--- src/rtl/tsp_pkg.sv ---
// Package for the telemetry sentence parser: request/response payload types,
// character constants, status codes and the classified-byte record.
// No dependencies.
package tsp_pkg;

   // Character constants
   localparam logic [7:0] CH_STAR  = 8'h2A;
   localparam logic [7:0] CH_COMMA = 8'h2C;
   localparam logic [7:0] CH_ZERO  = 8'h30;
   localparam logic [7:0] CH_NINE  = 8'h39;
   localparam logic [7:0] CH_UPA   = 8'h41;
   localparam logic [7:0] CH_UPF   = 8'h46;
   localparam logic [7:0] CH_LOA   = 8'h61;
   localparam logic [7:0] CH_LOF   = 8'h66;

   // Sentence identifier "MB1", first letter at index 0
   localparam int unsigned ID_LEN = 3;
   localparam logic [ID_LEN-1:0][7:0] ID_TEXT = {8'h31, 8'h42, 8'h4D};

   // Number of decimal readings in a sentence
   localparam int unsigned NUM_READINGS = 6;
   localparam logic [2:0]  LAST_FIELD   = 3'd6;
   localparam logic [1:0]  ID_DONE      = 2'd3;

   // Status codes, lowest nonzero code wins
   localparam logic [2:0] ST_OK          = 3'd0;
   localparam logic [2:0] ST_NO_STAR     = 3'd1;
   localparam logic [2:0] ST_BAD_HEX     = 3'd2;
   localparam logic [2:0] ST_MISMATCH    = 3'd3;
   localparam logic [2:0] ST_TOO_MANY    = 3'd4;
   localparam logic [2:0] ST_FIELD_COUNT = 3'd5;
   localparam logic [2:0] ST_BAD_ID      = 3'd6;
   localparam logic [2:0] ST_BAD_NUMBER  = 3'd7;

   typedef struct packed {
      logic [7:0] byte_in;
      logic       end_of_packet;
   } req_type;

   typedef struct packed {
      logic [2:0]  status;
      logic [31:0] reading_1;
      logic [31:0] reading_2;
      logic [31:0] reading_3;
      logic [31:0] reading_4;
      logic [31:0] reading_5;
      logic [31:0] reading_6;
   } rsp_type;

   // One byte after classification by the front end
   typedef struct packed {
      logic [7:0]        data;
      logic              last;
      logic              is_star;
      logic              is_comma;
      logic              is_digit;
      logic [3:0]        digit;
      logic              is_hex;
      logic [3:0]        hex;
      logic [ID_LEN-1:0] id_hit;
   } class_type;

endpackage

--- src/rtl/telemetry_sentence_parser.sv ---
// Telemetry sentence parser. Accepts one byte of an "MB1,n1,...,n6*HH"
// sentence per cycle and returns one status plus six readings when the byte
// flagged end_of_packet has been taken; other bytes produce no result. A
// request is written into a classification queue at the edge that accepts
// it, the parser consumes one queued byte per clock, and when no earlier
// byte is still queued the result of a closing byte is written into the
// response queue at the edge where the parser takes it, and shows from then on.
// Sustained rate is one byte per cycle, set by the single parser
// stage; it slows only when the response queue is full and a closing byte
// waits for room. Depths of both queues are set by REQ_DEPTH and RSP_DEPTH.
// Depends on tsp_pkg, tsp_front, tsp_fifo, tsp_back.
module telemetry_sentence_parser import tsp_pkg::*; #(
   parameter int unsigned REQ_DEPTH = 2,
   parameter int unsigned RSP_DEPTH = 2
) (
   input  logic    clock,
   input  logic    reset,
   input  logic    push,
   output logic    full,
   input  req_type req_data,
   output logic    empty,
   input  logic    pop,
   output rsp_type rsp_data
);

   class_type cls;
   class_type item;
   logic      item_empty;
   logic      item_pop;
   logic      back_rsp_push;
   logic      back_rsp_full;
   rsp_type   back_rsp_data;

   tsp_front u_front (
      .req (req_data),
      .cls (cls)
   );

   tsp_fifo #(
      .WIDTH ($bits(class_type)),
      .DEPTH (REQ_DEPTH)
   ) u_req_queue (
      .clock     (clock),
      .reset     (reset),
      .push      (push),
      .push_data (cls),
      .full      (full),
      .pop       (item_pop),
      .pop_data  (item),
      .empty     (item_empty)
   );

   tsp_back u_back (
      .clock      (clock),
      .reset      (reset),
      .item       (item),
      .item_valid (!item_empty),
      .item_pop   (item_pop),
      .rsp_full   (back_rsp_full),
      .rsp_push   (back_rsp_push),
      .rsp_data   (back_rsp_data)
   );

   tsp_fifo #(
      .WIDTH ($bits(rsp_type)),
      .DEPTH (RSP_DEPTH)
   ) u_rsp_queue (
      .clock     (clock),
      .reset     (reset),
      .push      (back_rsp_push),
      .push_data (back_rsp_data),
      .full      (back_rsp_full),
      .pop       (pop),
      .pop_data  (rsp_data),
      .empty     (empty)
   );

endmodule

--- src/rtl/tsp_fifo.sv ---
// Small synchronous queue with push/full and pop/empty sides.
// Generic width; no package dependency.
module tsp_fifo #(
   parameter int unsigned WIDTH = 8,
   parameter int unsigned DEPTH = 2
) (
   input  logic             clock,
   input  logic             reset,
   input  logic             push,
   input  logic [WIDTH-1:0] push_data,
   output logic             full,
   input  logic             pop,
   output logic [WIDTH-1:0] pop_data,
   output logic             empty
);

   localparam int unsigned PTR_W = $clog2(DEPTH);
   localparam int unsigned CNT_W = $clog2(DEPTH + 1);
   localparam logic [PTR_W-1:0] PTR_LAST = PTR_W'(DEPTH - 1);
   localparam logic [CNT_W-1:0] CNT_FULL = CNT_W'(DEPTH);

   logic [WIDTH-1:0] mem_ff [DEPTH];
   logic [PTR_W-1:0] wr_ptr_ff, wr_ptr_in;
   logic [PTR_W-1:0] rd_ptr_ff, rd_ptr_in;
   logic [CNT_W-1:0] count_ff, count_in;
   logic             do_push, do_pop;

   assign full     = (count_ff == CNT_FULL);
   assign empty    = (count_ff == '0);
   assign do_push  = push && !full;
   assign do_pop   = pop && !empty;
   assign pop_data = mem_ff[rd_ptr_ff];

   // Advance pointers and occupancy
   always_comb begin
      wr_ptr_in = wr_ptr_ff;
      rd_ptr_in = rd_ptr_ff;
      count_in  = count_ff;
      if (do_push) begin
         wr_ptr_in = (wr_ptr_ff == PTR_LAST) ? '0 : wr_ptr_ff + 1'b1;
      end
      if (do_pop) begin
         rd_ptr_in = (rd_ptr_ff == PTR_LAST) ? '0 : rd_ptr_ff + 1'b1;
      end
      if (do_push && !do_pop) begin
         count_in = count_ff + 1'b1;
      end else if (do_pop && !do_push) begin
         count_in = count_ff - 1'b1;
      end
   end

   always_ff @(posedge clock) begin
      if (reset) begin
         wr_ptr_ff <= '0;
         rd_ptr_ff <= '0;
         count_ff  <= '0;
      end else begin
         wr_ptr_ff <= wr_ptr_in;
         rd_ptr_ff <= rd_ptr_in;
         count_ff  <= count_in;
      end
   end

   // Store entries
   always_ff @(posedge clock) begin
      if (do_push) begin
         mem_ff[wr_ptr_ff] <= push_data;
      end
   end

endmodule

--- src/rtl/tsp_front.sv ---
// Front end of the sentence parser: classifies each incoming byte.
// Depends on tsp_pkg.
module tsp_front import tsp_pkg::*; (
   input  req_type   req,
   output class_type cls
);

   // Classify the byte: separators, decimal digit, hex digit, id letters
   always_comb begin
      logic [7:0] c;
      c = req.byte_in;
      cls          = '0;
      cls.data     = c;
      cls.last     = req.end_of_packet;
      cls.is_star  = (c == CH_STAR);
      cls.is_comma = (c == CH_COMMA);
      cls.is_digit = (c >= CH_ZERO) && (c <= CH_NINE);
      cls.digit    = c[3:0];
      if (cls.is_digit) begin
         cls.is_hex = 1'b1;
         cls.hex    = c[3:0];
      end else if ((c >= CH_UPA && c <= CH_UPF) || (c >= CH_LOA && c <= CH_LOF)) begin
         cls.is_hex = 1'b1;
         cls.hex    = c[3:0] + 4'd9;
      end
      for (int i = 0; i < ID_LEN; i++) begin
         cls.id_hit[i] = (c == ID_TEXT[i]);
      end
   end

endmodule

--- src/rtl/tsp_back.sv ---
// Back end of the sentence parser: field, identifier, decimal and checksum
// state, and the final status on the closing byte. Depends on tsp_pkg.
module tsp_back import tsp_pkg::*; (
   input  logic      clock,
   input  logic      reset,
   input  class_type item,
   input  logic      item_valid,
   output logic      item_pop,
   input  logic      rsp_full,
   output logic      rsp_push,
   output rsp_type   rsp_data
);

   logic        cks_ff, cks_in;
   logic [7:0]  xor_ff, xor_in;
   logic [7:0]  hex_acc_ff, hex_acc_in;
   logic        hex_seen_ff, hex_seen_in;
   logic        hex_bad_ff, hex_bad_in;
   logic [2:0]  field_num_ff, field_num_in;
   logic        too_many_ff, too_many_in;
   logic [1:0]  id_cnt_ff, id_cnt_in;
   logic        id_bad_ff, id_bad_in;
   logic [31:0] acc_ff, acc_in;
   logic        seen_ff, seen_in;
   logic        num_bad_ff, num_bad_in;
   logic [31:0] values_ff [NUM_READINGS];
   logic [31:0] values_in [NUM_READINGS];
   logic        fire;

   // Take an item unless it closes a packet and the result queue is full
   assign fire     = item_valid && (!item.last || !rsp_full);
   assign item_pop = fire;
   assign rsp_push = fire && item.last;

   always_comb begin
      logic        close;
      logic        id_ok_char;
      logic [35:0] wide;
      logic [2:0]  st;

      cks_in       = cks_ff;
      xor_in       = xor_ff;
      hex_acc_in   = hex_acc_ff;
      hex_seen_in  = hex_seen_ff;
      hex_bad_in   = hex_bad_ff;
      field_num_in = field_num_ff;
      too_many_in  = too_many_ff;
      id_cnt_in    = id_cnt_ff;
      id_bad_in    = id_bad_ff;
      acc_in       = acc_ff;
      seen_in      = seen_ff;
      num_bad_in   = num_bad_ff;
      values_in    = values_ff;
      close        = 1'b0;
      id_ok_char   = 1'b0;
      for (int i = 0; i < ID_LEN; i++) begin
         if (id_cnt_ff == 2'(i) && item.id_hit[i]) begin
            id_ok_char = 1'b1;
         end
      end
      // Next decimal value: acc*10 + digit, with overflow in the top bits
      wide = {1'b0, acc_ff, 3'b000} + {3'b000, acc_ff, 1'b0} + {32'd0, item.digit};

      if (cks_ff) begin
         // Checksum text after the first star
         hex_seen_in = 1'b1;
         if (!hex_bad_ff) begin
            if (!item.is_hex || hex_acc_ff[7:4] != 4'd0) begin
               hex_bad_in = 1'b1;
            end else begin
               hex_acc_in = {hex_acc_ff[3:0], item.hex};
            end
         end
      end else if (item.is_star) begin
         close  = 1'b1;
         cks_in = 1'b1;
      end else begin
         xor_in = xor_ff ^ item.data;
         if (!too_many_ff) begin
            if (item.is_comma) begin
               if (field_num_ff >= LAST_FIELD) begin
                  too_many_in = 1'b1;
               end else begin
                  close        = 1'b1;
                  field_num_in = field_num_ff + 1'b1;
               end
            end else if (field_num_ff == 3'd0) begin
               if (!id_bad_ff) begin
                  if (id_ok_char) begin
                     id_cnt_in = id_cnt_ff + 1'b1;
                  end else begin
                     id_bad_in = 1'b1;
                  end
               end
            end else begin
               seen_in = 1'b1;
               if (!num_bad_ff) begin
                  if (!item.is_digit || wide[35:32] != 4'd0) begin
                     num_bad_in = 1'b1;
                  end else begin
                     acc_in = wide[31:0];
                  end
               end
            end
         end
      end

      // Close the current field
      if (close && !too_many_ff) begin
         if (field_num_ff == 3'd0) begin
            if (id_cnt_ff != ID_DONE) begin
               id_bad_in = 1'b1;
            end
         end else begin
            if (!seen_ff) begin
               num_bad_in = 1'b1;
            end
            for (int k = 0; k < NUM_READINGS; k++) begin
               if (field_num_ff == 3'(k + 1)) begin
                  values_in[k] = acc_ff;
               end
            end
         end
         acc_in  = '0;
         seen_in = 1'b0;
      end

      // Final status in priority order
      if (!cks_in) begin
         st = ST_NO_STAR;
      end else if (!hex_seen_in || hex_bad_in) begin
         st = ST_BAD_HEX;
      end else if (hex_acc_in != xor_in) begin
         st = ST_MISMATCH;
      end else if (too_many_in) begin
         st = ST_TOO_MANY;
      end else if (field_num_in != LAST_FIELD) begin
         st = ST_FIELD_COUNT;
      end else if (id_bad_in) begin
         st = ST_BAD_ID;
      end else if (num_bad_in) begin
         st = ST_BAD_NUMBER;
      end else begin
         st = ST_OK;
      end
      rsp_data        = '0;
      rsp_data.status = st;
      if (st == ST_OK) begin
         rsp_data.reading_1 = values_in[0];
         rsp_data.reading_2 = values_in[1];
         rsp_data.reading_3 = values_in[2];
         rsp_data.reading_4 = values_in[3];
         rsp_data.reading_5 = values_in[4];
         rsp_data.reading_6 = values_in[5];
      end

      // Drop all packet state but the held readings after the closing byte
      if (item.last) begin
         cks_in       = 1'b0;
         xor_in       = '0;
         hex_acc_in   = '0;
         hex_seen_in  = 1'b0;
         hex_bad_in   = 1'b0;
         field_num_in = '0;
         too_many_in  = 1'b0;
         id_cnt_in    = '0;
         id_bad_in    = 1'b0;
         acc_in       = '0;
         seen_in      = 1'b0;
         num_bad_in   = 1'b0;
      end
   end

   always_ff @(posedge clock) begin
      if (reset) begin
         cks_ff       <= 1'b0;
         xor_ff       <= '0;
         hex_acc_ff   <= '0;
         hex_seen_ff  <= 1'b0;
         hex_bad_ff   <= 1'b0;
         field_num_ff <= '0;
         too_many_ff  <= 1'b0;
         id_cnt_ff    <= '0;
         id_bad_ff    <= 1'b0;
         acc_ff       <= '0;
         seen_ff      <= 1'b0;
         num_bad_ff   <= 1'b0;
      end else if (fire) begin
         cks_ff       <= cks_in;
         xor_ff       <= xor_in;
         hex_acc_ff   <= hex_acc_in;
         hex_seen_ff  <= hex_seen_in;
         hex_bad_ff   <= hex_bad_in;
         field_num_ff <= field_num_in;
         too_many_ff  <= too_many_in;
         id_cnt_ff    <= id_cnt_in;
         id_bad_ff    <= id_bad_in;
         acc_ff       <= acc_in;
         seen_ff      <= seen_in;
         num_bad_ff   <= num_bad_in;
      end
   end

   // Hold captured readings; every field is written before an ok result reads it
   always_ff @(posedge clock) begin
      if (fire) begin
         values_ff <= values_in;
      end
   end

endmodule

--- config.mk ---
export PLATFORM = sky130hd
export DESIGN_NAME = telemetry_sentence_parser
export DESIGN_NICKNAME = d
export VERILOG_FILES = /design/src/rtl/tsp_pkg.sv /design/src/rtl/telemetry_sentence_parser.sv /design/src/rtl/tsp_fifo.sv /design/src/rtl/tsp_front.sv /design/src/rtl/tsp_back.sv
export SDC_FILE = /design/constraint.sdc
export NUM_CORES = 1
export LEC_CHECK = 0
export BUFFER_PORTS_ARGS = -buffer_cell sky130_fd_sc_hd__buf_2
export CORE_ASPECT_RATIO = 0.75
export CORE_UTILIZATION = 35
export CTS_CLUSTER_DIAMETER = 200
export DETAILED_ROUTE_END_ITERATION = 8
export PLACE_DENSITY_LB_ADDON = 0.2
export SLEW_MARGIN = 10
export SYNTH_ARGS = -nofsm -noshare
export SYNTH_HDL_FRONTEND = slang
export SYNTH_SLANG_ARGS = --single-unit
--- constraint.sdc ---
create_clock -name clock -period 9.4 [get_ports clock]
set_input_delay 1.88 -clock clock [delete_from_list [all_inputs] [get_ports clock]]
set_output_delay 1.88 -clock clock [all_outputs]
set_load 0.05 [all_outputs]
==> run metrics <==
Synth async-reset ratio=0; per-instance average area after synthesis=15.8 µm²; worst min path class=flop to flop; Tot Pwr=12.6 mW; post-synthesis sequential area ratio=0.632; crit path kind=flop to flop; Post-Route Skew=0.0357 ns; cell types with the largest area share after synthesis=edfxtp_1, mux2_2, nor2b_4, dfxtp_1, ha_1; Die Area=91900 µm²; number of antenna violations at the first check in global routing=3; count of pins over their slew limit=0; flop and latch count out of synthesis=692; Die X=350 µm; final estimated routing congestion in global placement=0.829; number of DRC violations after detailed routing=0; clock-pin transition on the worst setup and hold timing paths=0.06 ns; count of final setup violators=0; min cycle time layout=4.96 ns; Core ar.=89700 µm²; TritonCTS buffer count=75; Worst Setup Slack, final=4.44 ns; Critical Path Start Type=flop; count of placed standard cells in the final layout, fillers left out=3493; Slew headroom=0.257; transition time at the pin with the least slew margin=1.11 ns; Synthesized Nets=2103; number of gates resized after cts=0; EDFF count, synth=622; Post-Route WL=73.4 mm; Max FO, Critical Path=92; setup repair after global routing missed its margin=no; element type at the critical path end=flop; summed negative setup slack over all endpoints=0 ns; Worst Hold Margin=0.469 ns; gr usage total=0.160; reg2reg path depth=15; cell depth of the worst hold path=1; later-pin clock latency in the skew report=0.63 ns; vertical die dimension=263 µm; count of pins on the block boundary=210; final net count=2317; most used flip-flop cell after synthesis=edfxtp_1; Area Growth Syn to Fin=14.7%; number of standard-cell rows in the floorplan=95; number of antenna repair diodes=0; Core Util, Final=0.406; post-synthesis cell type count=74; Post-DP Area=34000 µm²; final non-filler cell area=36400 µm²; number of cells produced by synthesis=2009; ANT nets after route=0; data arrival time of the critical path=5.28 ns; effective utilization at floorplan=0.354; number of iterations in the first detailed-routing pass=7; TritonCTS clock tree=done; required time of the critical path=9.72 ns; number of sinks on the clock net=692; maximum root-to-sink buffer count=3; total congestion overflow=0; portion of the clock cycle consumed by the worst path in the final layout=0.527; max-cap violation count=0; mean number of vias per cell=4.94; highest clock frequency the design can meet=0.202 GHz; maximum number of pins on one net before global-route repair=136; run status=completed; netlist area before placement=31700 µm²; top cell types by occurrence after synthesis=edfxtp_1, mux2_2, nor2b_4, ha_1, nor2_1; final hold viol count=0; worst slack at placement=4.42 ns; post-synth top area share=0.588; drt initial violations=1246; cell taking the most area after synthesis=edfxtp_1; global-route wire length before repair=111 mm; leading cell type by number of instances after synthesis=edfxtp_1; post-DP HPWL=43.7 mm; # port buffers=209; Cells after DPL=3357; total of hold buffers inserted after clock tree synthesis=0; leakage power summed over all cells=13.2 nW; ratio of cells with drive above 1 in the final layout=0.406; cell at the root of the clock tree=clkbuf_16; H-tree lvl count=3; Pwr Density=346 nW/µm²; post-CTS setup buffers=0; Worst IR Drop VDD=0.260 mV; detailed-route via count=17.3k; vias in the first global route=18.0k; total of warnings raised by yosys=0; average wire length per cell after detail routing=21.0 µm
-- per-layer routing --
metal	track usage	part of all wire	wire (µm)
met1	0.231	0.49	36100
met2	0.247	0.45	33000
met3	0.0258	0.036	2650
met4	0.0447	0.023	1660
met5	0	0	0
-- worst max-delay path, cell delays in order (launching register included) --
cell,delay [ns]
dfxtp_1,0.31
buf_4,0.32
mux2_2,0.39
ha_1,0.27
ha_1,0.24
fa_1,0.47
a21o_1,0.21
nand4_1,0.12
a21o_1,0.20
a21oi_1,0.12
a211oi_1,0.31
xor2_1,0.13
and4_1,0.30
o2111ai_4,0.30
buf_12,0.68
nor2b_2,0.10
-- cell type report --
class	count	area [µm²]
Timing Repair Buffer	229	1270
Inverter	24	90.1
Sequential cell	692	20100
Multi-Input combinational cell	1201	11000
Fill cell	8259	53300
Clock buffer	100	2060
Tap cell	1212	1520
Clock inverter	35	332
-- placed cells by master, fill, tap and decap left out, drive strengths merged, types with 7 or more instances in the layout --
master / instances
a211oi: 10
a21o: 14
a21oi: 63
a22o: 32
a22oi: 14
a31oi: 9
buf: 229
clkbuf: 100
clkinv: 23
dfxtp: 70
edfxtp: 622
ha: 79
inv: 28
mux2: 383
mux2i: 8
nand2: 53
nand2b: 9
nand3: 23
nand3b: 9
nor2: 78
nor2b: 194
nor3: 21
o211ai: 10
o21a: 12
o21ai: 51
o21bai: 7
or3b: 8
xnor2: 29
xor2: 20
-- power breakdown --
group	internal, mW	switching (mW)	leakage, nW	total [mW]
logic	1.45	3.27	5.52	4.72
clock network	1.68	1.21	1.16	2.89
registers	4.71	0.260	6.51	4.97
-- flip-flops by register name (all words and copies together), names as in the netlist, named ones only --
signal	cells
u_back.id_cnt_ff	2
u_req_queue.rd_ptr_ff	1
u_back.hex_acc_ff	8
u_back.seen_ff	1
u_req_queue.wr_ptr_ff	1
u_rsp_queue.mem_ff	390
u_back.field_num_ff	3
u_req_queue.count_ff	2
u_rsp_queue.count_ff	2
u_rsp_queue.wr_ptr_ff	1
u_back.cks_ff	1
u_rsp_queue.rd_ptr_ff	1
u_back.values_ff	192
u_back.num_bad_ff	1
u_back.acc_ff	32
u_back.too_many_ff	1
u_req_queue.mem_ff	40
u_back.id_bad_ff	1
u_back.xor_ff	8
u_back.hex_bad_ff	1
u_back.hex_seen_ff	1
-- logic make-up (layout without fill, tap and decap cells) --
family	Yosys count	after routing	synth area share
AO/OA/AOI/OAI	246	246	0.0527
adder cells (fa/ha/maj)	81	81	0.0324
AND/OR/NAND/NOR	433	433	0.107
multiplexers	391	391	0.138
XOR/XNOR	50	50	0.0142
buffers and inverters	116	388	0.0226
flip-flops	692	692	0.632
-- worst paths after layout --
| path | startpoint | to | slack (ns) |
|---|---|---|---|
| worst max-delay path | flop | u_rsp_queue.mem_ff[0][173] | 4.44 |
| worst min-delay path | u_back.seen_ff | u_back.seen_ff | 0.47 |
| worst min register to register | u_back.seen_ff | u_back.seen_ff | 0.47 |
| worst max register to register | flop | u_rsp_queue.mem_ff[0][173] | 4.44 |
No activity file was read; power rests on OpenSTA's default activity.
